## config.mk

```make
export PLATFORM = sky130hd
export DESIGN_NAME = light_morse_timing_decoder_core
export DESIGN_NICKNAME = d
export VERILOG_FILES = /design/src/lmtd_pkg.sv /design/src/lmtd_front.sv /design/src/lmtd_fifo.sv /design/src/lmtd_back.sv /design/src/light_morse_timing_decoder_core.sv
export SDC_FILE = /design/constraint.sdc
export NUM_CORES = 1
export LEC_CHECK = 0
export BUFFER_PORTS_ARGS = -buffer_cell sky130_fd_sc_hd__buf_2
export CORE_ASPECT_RATIO = 0.6
export CORE_MARGIN = 5
export CORE_UTILIZATION = 45
export DETAILED_ROUTE_END_ITERATION = 10
export MAX_ROUTING_LAYER = met4
export PLACE_DENSITY = 0.61
export SYNTH_ARGS = -nofsm -noshare
export SYNTH_HDL_FRONTEND = slang
export SYNTH_SLANG_ARGS = --single-unit
```

## constraint.sdc

```tcl
create_clock -name clk -period 6.49 [get_ports clk]
set_input_delay 0.649 -clock clk [delete_from_list [all_inputs] [get_ports clk]]
set_output_delay 0.649 -clock clk [all_outputs]
set_load 0.01 [all_outputs]
```

## src/lmtd_pkg.sv

```systemverilog
`timescale 1ns / 1ps

package lmtd_pkg;

    // input request: one sample tick or an end of message
    typedef struct packed {
        logic       command;
        logic [9:0] light_level;
    } in_item_t;

    // one decoded result
    typedef struct packed {
        logic [5:0] symbol;
        logic       last;
    } out_item_t;

    // finished code handed from the front to the back
    typedef struct packed {
        logic [2:0] length;
        logic [5:0] marks;
        logic       space;
    } evt_t;

    // config register indexes
    localparam logic REG_UNIT_TICKS   = 1'b0;
    localparam logic REG_ON_THRESHOLD = 1'b1;

    // command codes
    localparam logic CMD_TICK = 1'b0;
    localparam logic CMD_END  = 1'b1;

    localparam logic [5:0] SYM_UNKNOWN = 6'd36;
    localparam logic [5:0] SYM_SPACE   = 6'd37;

    localparam logic [2:0] CODE_OVERLONG = 3'd6;

    localparam logic [15:0] UNIT_RESET      = 16'd20;
    localparam logic [9:0]  THRESHOLD_RESET = 10'd100;

    localparam int EVT_DEPTH = 4;
    localparam int EVT_PTR_W = 2;

    localparam int CODE_COUNT = 36;

    // entry = {length, dash bits}, bit i is mark i
    localparam logic [8:0] CODE_TABLE [CODE_COUNT] = '{
        {3'd2, 6'h02}, {3'd4, 6'h01}, {3'd4, 6'h05}, {3'd3, 6'h01},
        {3'd1, 6'h00}, {3'd4, 6'h04}, {3'd3, 6'h03}, {3'd4, 6'h00},
        {3'd2, 6'h00}, {3'd4, 6'h0E}, {3'd3, 6'h05}, {3'd4, 6'h02},
        {3'd2, 6'h03}, {3'd2, 6'h01}, {3'd3, 6'h07}, {3'd4, 6'h06},
        {3'd4, 6'h0B}, {3'd3, 6'h02}, {3'd3, 6'h00}, {3'd1, 6'h01},
        {3'd3, 6'h04}, {3'd4, 6'h08}, {3'd3, 6'h06}, {3'd4, 6'h09},
        {3'd4, 6'h0D}, {3'd4, 6'h03},
        {3'd5, 6'h1F}, {3'd5, 6'h1E}, {3'd5, 6'h1C}, {3'd5, 6'h18},
        {3'd5, 6'h10}, {3'd5, 6'h00}, {3'd5, 6'h01}, {3'd5, 6'h03},
        {3'd5, 6'h07}, {3'd5, 6'h0F}
    };

    function automatic logic [5:0] decode_code(input logic [2:0] length,
                                               input logic [5:0] marks);
        logic [5:0] sym;
        sym = SYM_UNKNOWN;
        if (length != 3'd0 && length < CODE_OVERLONG)
        begin
            for (int i = 0; i < CODE_COUNT; i++)
            begin
                if (CODE_TABLE[i] == {length, marks})
                begin
                    sym = 6'(i);
                end
            end
        end
        return sym;
    endfunction

endpackage

```

## src/lmtd_front.sv

```systemverilog
`timescale 1ns / 1ps

module lmtd_front #(
    parameter int TIMER_BITS = 24
) (
    input  logic             clk,
    input  logic             rst_n,
    input  logic             accept,
    input  lmtd_pkg::in_item_t sample,
    input  logic             cfg_write,
    input  logic             cfg_index,
    input  logic [15:0]      cfg_data,
    output logic             evt_valid,
    output lmtd_pkg::evt_t   evt
);
    import lmtd_pkg::*;

    // compare width covers the timers and seven units
    localparam int CW = (TIMER_BITS > 19) ? TIMER_BITS : 19;

    logic [15:0]           unit_reg;
    logic [9:0]            thr_reg;
    logic                  signal_on_reg, signal_on_next;
    logic [TIMER_BITS-1:0] on_timer_reg, on_timer_next;
    logic [TIMER_BITS-1:0] gap_timer_reg, gap_timer_next;
    logic [5:0]            marks_reg, marks_next;
    logic [2:0]            len_reg, len_next;

    logic [TIMER_BITS-1:0] on_inc, gap_inc;
    logic [CW-1:0]         on_cmp, gap_cmp;
    logic [CW-1:0]         unit2, unit3, unit7;
    logic                  sig_now;
    logic                  dash;

    always_comb
    begin
        on_inc  = (on_timer_reg == '1) ? on_timer_reg : on_timer_reg + TIMER_BITS'(1);
        gap_inc = (gap_timer_reg == '1) ? gap_timer_reg : gap_timer_reg + TIMER_BITS'(1);
        on_cmp  = CW'(on_inc);
        gap_cmp = CW'(gap_inc);
        unit2   = CW'({unit_reg, 1'b0});
        unit3   = CW'({unit_reg, 1'b0}) + CW'(unit_reg);
        unit7   = CW'({unit_reg, 3'b000}) - CW'(unit_reg);
        sig_now = sample.light_level < thr_reg;
        dash    = !(on_cmp < unit2);
    end

    always_comb
    begin
        signal_on_next = signal_on_reg;
        on_timer_next  = on_timer_reg;
        gap_timer_next = gap_timer_reg;
        marks_next     = marks_reg;
        len_next       = len_reg;
        evt_valid      = 1'b0;
        evt.length     = len_reg;
        evt.marks      = marks_reg;
        evt.space      = 1'b0;
        if (accept)
        begin
            if (sample.command == CMD_END)
            begin
                // flush pending code, then clear the decoder
                evt_valid      = len_reg != 3'd0;
                signal_on_next = 1'b0;
                on_timer_next  = '0;
                gap_timer_next = '0;
                marks_next     = '0;
                len_next       = '0;
            end
            else if (sig_now && !signal_on_reg)
            begin
                signal_on_next = 1'b1;
                on_timer_next  = '0;
                gap_timer_next = gap_inc;
                if (gap_cmp > unit3 && len_reg != 3'd0)
                begin
                    evt_valid  = 1'b1;
                    evt.space  = gap_cmp > unit7;
                    marks_next = '0;
                    len_next   = '0;
                end
            end
            else if (!sig_now && signal_on_reg)
            begin
                signal_on_next = 1'b0;
                on_timer_next  = '0;
                gap_timer_next = '0;
                if (len_reg < CODE_OVERLONG)
                begin
                    marks_next = marks_reg | (dash ? (6'd1 << len_reg) : 6'd0);
                    len_next   = len_reg + 3'd1;
                end
            end
            else
            begin
                on_timer_next  = on_inc;
                gap_timer_next = gap_inc;
            end
        end
    end

    always_ff @(posedge clk or negedge rst_n)
    begin
        if (!rst_n)
        begin
            unit_reg      <= UNIT_RESET;
            thr_reg       <= THRESHOLD_RESET;
            signal_on_reg <= 1'b0;
            on_timer_reg  <= '0;
            gap_timer_reg <= '0;
            marks_reg     <= '0;
            len_reg       <= '0;
        end
        else
        begin
            if (cfg_write && cfg_index == REG_UNIT_TICKS)
            begin
                unit_reg <= cfg_data;
            end
            if (cfg_write && cfg_index == REG_ON_THRESHOLD)
            begin
                thr_reg <= cfg_data[9:0];
            end
            signal_on_reg <= signal_on_next;
            on_timer_reg  <= on_timer_next;
            gap_timer_reg <= gap_timer_next;
            marks_reg     <= marks_next;
            len_reg       <= len_next;
        end
    end

endmodule

```

## src/lmtd_fifo.sv

```systemverilog
`timescale 1ns / 1ps

module lmtd_fifo (
    input  logic           clk,
    input  logic           rst_n,
    input  logic           wr_en,
    input  lmtd_pkg::evt_t wr_data,
    output logic           full,
    input  logic           rd_en,
    output lmtd_pkg::evt_t rd_data,
    output logic           empty
);
    import lmtd_pkg::*;

    evt_t                 mem [EVT_DEPTH];
    logic [EVT_PTR_W-1:0] wr_ptr_reg, rd_ptr_reg;
    logic [EVT_PTR_W:0]   count_reg, count_next;

    assign full    = count_reg == (EVT_PTR_W+1)'(EVT_DEPTH);
    assign empty   = count_reg == '0;
    assign rd_data = mem[rd_ptr_reg];

    always_comb
    begin
        count_next = count_reg;
        case ({wr_en, rd_en})
            2'b10:   count_next = count_reg + (EVT_PTR_W+1)'(1);
            2'b01:   count_next = count_reg - (EVT_PTR_W+1)'(1);
            default: count_next = count_reg;
        endcase
    end

    always_ff @(posedge clk or negedge rst_n)
    begin
        if (!rst_n)
        begin
            wr_ptr_reg <= '0;
            rd_ptr_reg <= '0;
            count_reg  <= '0;
        end
        else
        begin
            if (wr_en)
            begin
                wr_ptr_reg <= wr_ptr_reg + EVT_PTR_W'(1);
            end
            if (rd_en)
            begin
                rd_ptr_reg <= rd_ptr_reg + EVT_PTR_W'(1);
            end
            count_reg <= count_next;
        end
    end

    always_ff @(posedge clk)
    begin
        if (wr_en)
        begin
            mem[wr_ptr_reg] <= wr_data;
        end
    end

endmodule

```

## src/lmtd_back.sv

```systemverilog
`timescale 1ns / 1ps

module lmtd_back (
    input  logic                clk,
    input  logic                rst_n,
    input  logic                evt_empty,
    input  lmtd_pkg::evt_t      evt,
    output logic                evt_rd,
    input  logic                pop,
    output logic                empty,
    output lmtd_pkg::out_item_t result
);
    import lmtd_pkg::*;

    logic      out_valid_reg, out_valid_next;
    logic      space_pend_reg, space_pend_next;
    out_item_t out_reg, out_next;
    logic      load_ok;

    assign empty  = !out_valid_reg;
    assign result = out_reg;

    always_comb
    begin
        load_ok         = !out_valid_reg || pop;
        out_valid_next  = out_valid_reg && !pop;
        space_pend_next = space_pend_reg;
        out_next        = out_reg;
        evt_rd          = 1'b0;
        if (load_ok)
        begin
            if (space_pend_reg)
            begin
                // word space always closes its item
                out_next.symbol = SYM_SPACE;
                out_next.last   = 1'b1;
                out_valid_next  = 1'b1;
                space_pend_next = 1'b0;
            end
            else if (!evt_empty)
            begin
                evt_rd          = 1'b1;
                out_next.symbol = decode_code(evt.length, evt.marks);
                out_next.last   = !evt.space;
                out_valid_next  = 1'b1;
                space_pend_next = evt.space;
            end
        end
    end

    always_ff @(posedge clk or negedge rst_n)
    begin
        if (!rst_n)
        begin
            out_valid_reg  <= 1'b0;
            space_pend_reg <= 1'b0;
        end
        else
        begin
            out_valid_reg  <= out_valid_next;
            space_pend_reg <= space_pend_next;
        end
    end

    always_ff @(posedge clk)
    begin
        out_reg <= out_next;
    end

endmodule

```

## src/light_morse_timing_decoder_core.sv

```systemverilog
// light-keyed morse decoder, one light sample per input request
// input channel: push/full, payload sample (command, light_level); a request
//   is taken at a clock edge with push high and full low
// result channel: empty/pop, payload result (symbol, last); the oldest result
//   is shown while empty is low and leaves at an edge with pop high
// config channel: cfg_valid/cfg_ready with cfg_index and cfg_data; index 0 is
//   unit_ticks, index 1 is on_threshold; cfg_ready is always high, and writes
//   belong in idle periods
// throughput: one sample per cycle, full stays low while the result side keeps up;
//   a word space makes two results, drained one per cycle while pop stays high
// a finished code is written into the code queue, then decoded into the result register
// a receiver that stops popping holds the result steady; the four-entry code
//   queue then fills and raises full
// reset: timers, pending code and queues clear, unit_ticks goes to 20 and
//   on_threshold to 100
`timescale 1ns / 1ps

module light_morse_timing_decoder_core #(
    parameter int TIMER_BITS = 24
) (
    input  logic                clk,
    input  logic                rst_n,
    input  logic                push,
    output logic                full,
    input  lmtd_pkg::in_item_t  sample,
    output logic                empty,
    input  logic                pop,
    output lmtd_pkg::out_item_t result,
    input  logic                cfg_valid,
    output logic                cfg_ready,
    input  logic                cfg_index,
    input  logic [15:0]         cfg_data
);
    import lmtd_pkg::*;

    logic accept;
    logic evt_valid;
    evt_t evt_in, evt_out;
    logic evt_full, evt_empty, evt_rd;

    // config is always taken at once
    assign cfg_ready = 1'b1;

    // the front only stalls on a full code queue
    assign full   = evt_full;
    assign accept = push && !evt_full;

    // front: sample classification, edge timing and mark collection
    lmtd_front #(
        .TIMER_BITS (TIMER_BITS)
    ) u_front (
        .clk       (clk),
        .rst_n     (rst_n),
        .accept    (accept),
        .sample    (sample),
        .cfg_write (cfg_valid && cfg_ready),
        .cfg_index (cfg_index),
        .cfg_data  (cfg_data),
        .evt_valid (evt_valid),
        .evt       (evt_in)
    );

    // finished codes waiting for lookup
    lmtd_fifo u_fifo (
        .clk     (clk),
        .rst_n   (rst_n),
        .wr_en   (accept && evt_valid),
        .wr_data (evt_in),
        .full    (evt_full),
        .rd_en   (evt_rd),
        .rd_data (evt_out),
        .empty   (evt_empty)
    );

    // back: table lookup and result register, splits off the word space
    lmtd_back u_back (
        .clk       (clk),
        .rst_n     (rst_n),
        .evt_empty (evt_empty),
        .evt       (evt_out),
        .evt_rd    (evt_rd),
        .pop       (pop),
        .empty     (empty),
        .result    (result)
    );

endmodule

```

# Word level (Yosys, flattened, before mapping)
# Memory sizes are Yosys's and may differ from the RTL's.
# Cells that the tools add are included.
# op_classes
n_reduce_logical,25
bitwise,2
addsub,9
n_mux,79
shift,1
n_lt_le_gt_ge,6
n_eq_ne,43
# op_table
cell,n
6-bit two-way mux,43
9-bit == test (first input constant),22
24-bit two-way mux,8
8-bit by 9-bit == test with 1-bit output (first input constant),12
24-bit by 1-bit adder with 24-bit output (second input constant),2
24-bit == test (second input constant),2
24-bit > comparator,2
24-bit by 17-bit < comparator with 1-bit output,1
1-bit two-way mux,21
19-bit by 16-bit subtractor with 20-bit output,1
17-bit by 16-bit adder with 18-bit output,1
7-bit by 9-bit == test with 1-bit output (first input constant),2
3-bit two-way mux,5
3-bit nonzero test,4
10-bit < comparator,1
1-bit logical AND,9
7-bit two-way mux,1
3-bit by 1-bit adder with 3-bit output (second input constant),2
1-bit zero test,6
3-bit < comparator (second input constant),2
6-bit OR,1
3-bit case mux with 2 select lines,1
1-bit by 3-bit left shift with 6-bit output (first input constant),1
2-bit by 1-bit adder with 2-bit output (second input constant),2
12 further kinds,13
# totals
memories,1
input_bits,33
mem_bits_rw,40
out_inout_bits,10
wordCells,180
ff_bits,100
# mem_list
name,words,word_bits,rd,rd_clocked_by_memory_dff,write_ports,line_no,source
u_fifo.mem,4,10,1,0,1,lmtd_fifo.sv:15,evt_t mem [EVT_DEPTH];

# Longest topological paths before layout
# An unclocked memory read counts as a cell.
# depth
depth_word,40
mapped_depth,24
mapped_depth_nobuf,24

# Cells and area by module
# From an unflattened synthesis, not the netlist that was laid out.
# unflattened
hier_cells,1065
area_unflattened_um2,10329.9
# by_module_without_submodules
module,seq_area_each_um2,cells_per_inst,area_per_inst_um2,n_inst
lmtd_front,2108.3,834,7413.4,1
lmtd_fifo,1376.3,89,1844.3,1
lmtd_back,260.2,138,1046.0,1
light_morse_timing_decoder_core,0.0,4,26.3,1

# Worst setup path after synthesis
# Ideal clock, no wire load.
# synth_path
kind,reg2reg
startpoint,reg u_front.gap_timer_reg[3]
endpoint,reg u_fifo.count_reg[2]
arrival_time_ns,4.839
stages_incl_launch_ff,24
slack_ns,1.572
required_ns,6.411
cell_sequence,dfrtp_1 > buf_2 > nand4_2 > or4_1 > buf_2 > nor3_1 > or2_2 > clkbuf_1 > nor2_1 > xor2_1 > ha_1 > a211oi_1 > nand2_1 > o311ai_0 > a31oi_1 > nor4b_4 > a311oi_4 > inv_1 > ha_1 > inv_1 > fa_1 > xor2_1 > nor2_1 > xor2_1
# synth_between
elab_chain_len,11
elab_cells_between_ends,14
classes_between,add/sub (1); order compare (1); eq/ne (3); mux (6); reduce/logical (3)
# synth_rtl
element,line_no,source
from (decl),lmtd_front.sv:25,"logic [TIMER_BITS-1:0] gap_timer_reg, gap_timer_next;"
from (signal assigned),lmtd_front.sv:127,gap_timer_reg <= gap_timer_next;
24-bit by 1-bit adder with 24-bit output or 24-bit == test (tied branches),lmtd_front.sv:38,gap_inc = (gap_timer_reg == '1) ? gap_timer_reg : gap_timer_reg + TIMER_BITS'(1);
24-bit two-way mux (*),lmtd_front.sv:38,
24-bit > comparator (*),lmtd_front.sv:76,if (gap_cmp > unit3 && len_reg != 3'd0)
1-bit logical AND (*),lmtd_front.sv:76,
1-bit two-way mux (*),lmtd_front.sv:76,
1-bit two-way mux (*),lmtd_front.sv:71,else if (sig_now && !signal_on_reg)
1-bit two-way mux (*),lmtd_front.sv:61,if (sample.command == CMD_END)
1-bit two-way mux (*),lmtd_front.sv:59,if (accept)
1-bit logical AND (*),light_morse_timing_decoder_core.sv:67,".wr_en (accept && evt_valid),"
2-bit by 1-bit == test with 1-bit output or 2-bit == test (tied branches),lmtd_fifo.sv:26,"case ({wr_en, rd_en})"
3-bit case mux with 2 select lines or 2-bit nonzero test (tied branches),--,
to (signal assigned),lmtd_fifo.sv:51,count_reg <= count_next;
to (decl),lmtd_fifo.sv:17,"logic [EVT_PTR_W:0] count_reg, count_next;"
# Every way passes the cells marked *; elsewhere a longest branch is shown, timed or not.
# A chain may end at the register's enable or synchronous reset.

# Worst setup path after layout
# layout_path
startpoint,reg u_front.gap_timer_reg[0]
endpoint,reg u_fifo.count_reg[2]
# Same word-level chain as after synthesis.

==> metrics <==
chip width ~200 µm; final hold vios 0; Async SR Flop Fraction 66.4%; CP Launch Point u_front.gap_timer_reg[0]; average cell area after synthesis 9.58 µm²; ys flop type dfrtp_1; CTS Hold Bufs 0; Total GRT Usage approximately a fifth; Cell Rows 42; DRT iter0 DRCs between 600 and 700; total power per unit cell area approximately 320 mW/mm²; number of vias per cell 5.76; die area between 0.02 and 0.03 mm²; layout cells sized above 1 11.9%; post-route setup slack ~0.81 ns; critical path startpoint category register; synth-to-layout area growth 10.6%; RSZ-0062 raised after global routing no; post-CTS resize count 0; Post-CTS Setup Bufs 0; Hold Crit Class in2async; largest net degree at the start of global routing 52; Leak about 5 nW; Residual DRC 0; Placer Congestion roughly 0.89; Routed Antenna Nets 0; most common cell after layout, fill and taps aside nand2_1; fin. max-slew vios 0; Worst VDD drop 171 µV; die height 127 µm; initial antenna violation count 0; endpoints failing setup 0; final core utilization between 50% and 60%; Routed WL approximately 26000 µm; pre-CTS setup slack 0.843 ns; outcome completed; CP required ~6.9 ns; HPWL Detailed roughly 20000 µm; FF+latch count, synth 140; Clock Latency Late Sink about 0.45 ns; Syn Nets 1219; max FFs per register 40; MaxCap Viol Count 0; Syn Inst Count ~1.1k; TritonCTS Buffers 17; first-pass GRT wire length roughly 42000 µm; vias in the first global route ~7.6k; worst-case clock buffer depth 2; Port Buf Inserts between 40 and 50; Initial Util between 40% and 50%; TNS Setup 0 ns; fin crit period 5.68 ns; Tightest Pin Transition ~1.2 ns; Ports 43; TritonCTS clock tree built; Via Count roughly 8.2k; core area around 0.022 mm²; CP max FO 11; CP Class reg2reg; H-tree Lvls 4; antenna cell count 0; maximum clock frequency about 0.18 GHz; Layout Skew about 0.0095 ns; Synth cell types slightly above 80; GR Overflow Total 0; Slew headroom between 20% and 30%; Nets roughly 1.2k; final instance area 0.0114 mm²; clock root buffer clkbuf_16; wire length per cell 18.2 µm; Post-synth EDFFs 47; Clk pin slew, worst setup/hold paths roughly 0.060 ns; synthesis warning total 0; Worst setup EP type register; Arr. time, crit path between 6 and 7 ns; reg2reg start u_front.gap_timer_reg[0]; Placed Area 0.0108 mm²; leading cell types in the layout, fill and taps excluded nand2_1, ha_1, dfrtp_1, o21ai_0, nor2_1; Post-Syn Area between 0.01 and 0.015 mm²; CTS sink count 140; fin crit share between 80 and 90%; register area share after synthesis 36.4%; Pre-Repair DR Iteration Count 5
==> logic make-up (layout without fill, tap and decap cells) <==
logic type / Yosys count / after routing / share of synthesized area, %
and+or+nand+nor: 360 / 360 / 18.1
AOI/OAI and AO/OA: 267 / 267 / 17.7
DFF: 140 / 140 / 36.4
adders and majority gates: 111 / 111 / 13.6
buffers and inverters: 91 / 131 / 3.40
xor gates and xnor gates: 76 / 76 / 6.54
muxes: 29 / 29 / 4.22
other: 1 / 1 / 0.0364
==> power by group <==
part	total, mW	leakage, nW	switching, mW	internal [mW]
registers	1.20	1.65	0.144	1.06
clock network	1.00	0.295	0.404	0.598
logic	1.40	3.02	0.843	0.553
total	3.60	4.96	1.39	2.21
==> path summary, 6_finish.rpt <==
kind / slack (ns) / cells past startpoint / to
max reg2reg: 0.81 / 21 / u_fifo.count_reg[2]
min: 0.21 / 1 / u_front.unit_reg[13]
min reg2reg: 0.50 / 1 / u_front.thr_reg[1]
min in group clk: 0.40 / 2 / u_back.out_valid_reg
max in group asynchronous: 5.14 / 2 / u_front.unit_reg[1]
max: 0.81 / 21 / u_fifo.count_reg[2]
==> synthesized netlist by cell type, drive strengths merged (7+ instances only) <==
cell	n	area share, %
mux2	12	1.3
a31oi	8	0.49
edfxtp	47	14
and2	16	0.97
clkbuf	32	1.2
nor2b	12	0.73
nand3	41	2.0
nor2	59	2.2
o22ai	10	0.61
ha	109	13
a21o	24	1.7
a21oi	51	2.5
dfrtp	88	21
and3	10	0.66
a22o	26	2.2
a211oi	17	1.3
nand4	21	1.3
mux2i	7	0.68
mux4	10	2.2
o21a	12	0.87
and4	10	0.85
xor2	39	3.4
nand2	111	4.0
nand2b	14	0.85
xnor2	37	3.1
o21ai	65	3.2
inv	53	1.9
nor3	28	1.4
==> critical path, stage by stage (launching register included) <==
cell	delay (ns)
dfrtp_1	0.42
ha_1	0.22
nand2_1	0.16
or4_1	0.66
nor3_1	0.62
or2_2	0.29
nor2_1	0.06
xor2_1	0.25
ha_1	0.31
a211oi_1	0.22
nand2_1	0.07
o311ai_0	0.39
a31oi_1	0.23
nor4b_4	0.39
a311oi_4	0.20
inv_1	0.10
ha_1	0.17
inv_1	0.06
fa_1	0.37
xor2_1	0.15
nor2_1	0.11
xor2_1	0.15
==> layer usage <==
metal  up-vias  global-route usage, %  part of all wire [%]
li1       4043                      -                     -
met3        19                   4.76                   6.0
met5         -                      -                     0
met1      3912                   34.9                    57
met4         0                   4.17                  0.88
met2       224                   25.2                    37
==> through the flow <==
stage                     cells  total power, mW  hold WS (ns)
after global routing       1423             3.83         0.245
final                      1423             3.60         0.210
after detailed placement   1391             2.59         0.495
after CTS                  1423             3.60         0.217
after global placement     1391             2.59         0.489
after floorplan            1075             2.21         0.353
==> area by class of cell <==
class	count	area (µm²)
flip-flops and latches	140	3740
inverters	53	199
repair buffers	46	245
multi-input cells	844	6220
clock inverters	13	135
clock buffers	19	464
well taps	308	385
fillers	2080	10900
Power figures use the tool's default switching activity.
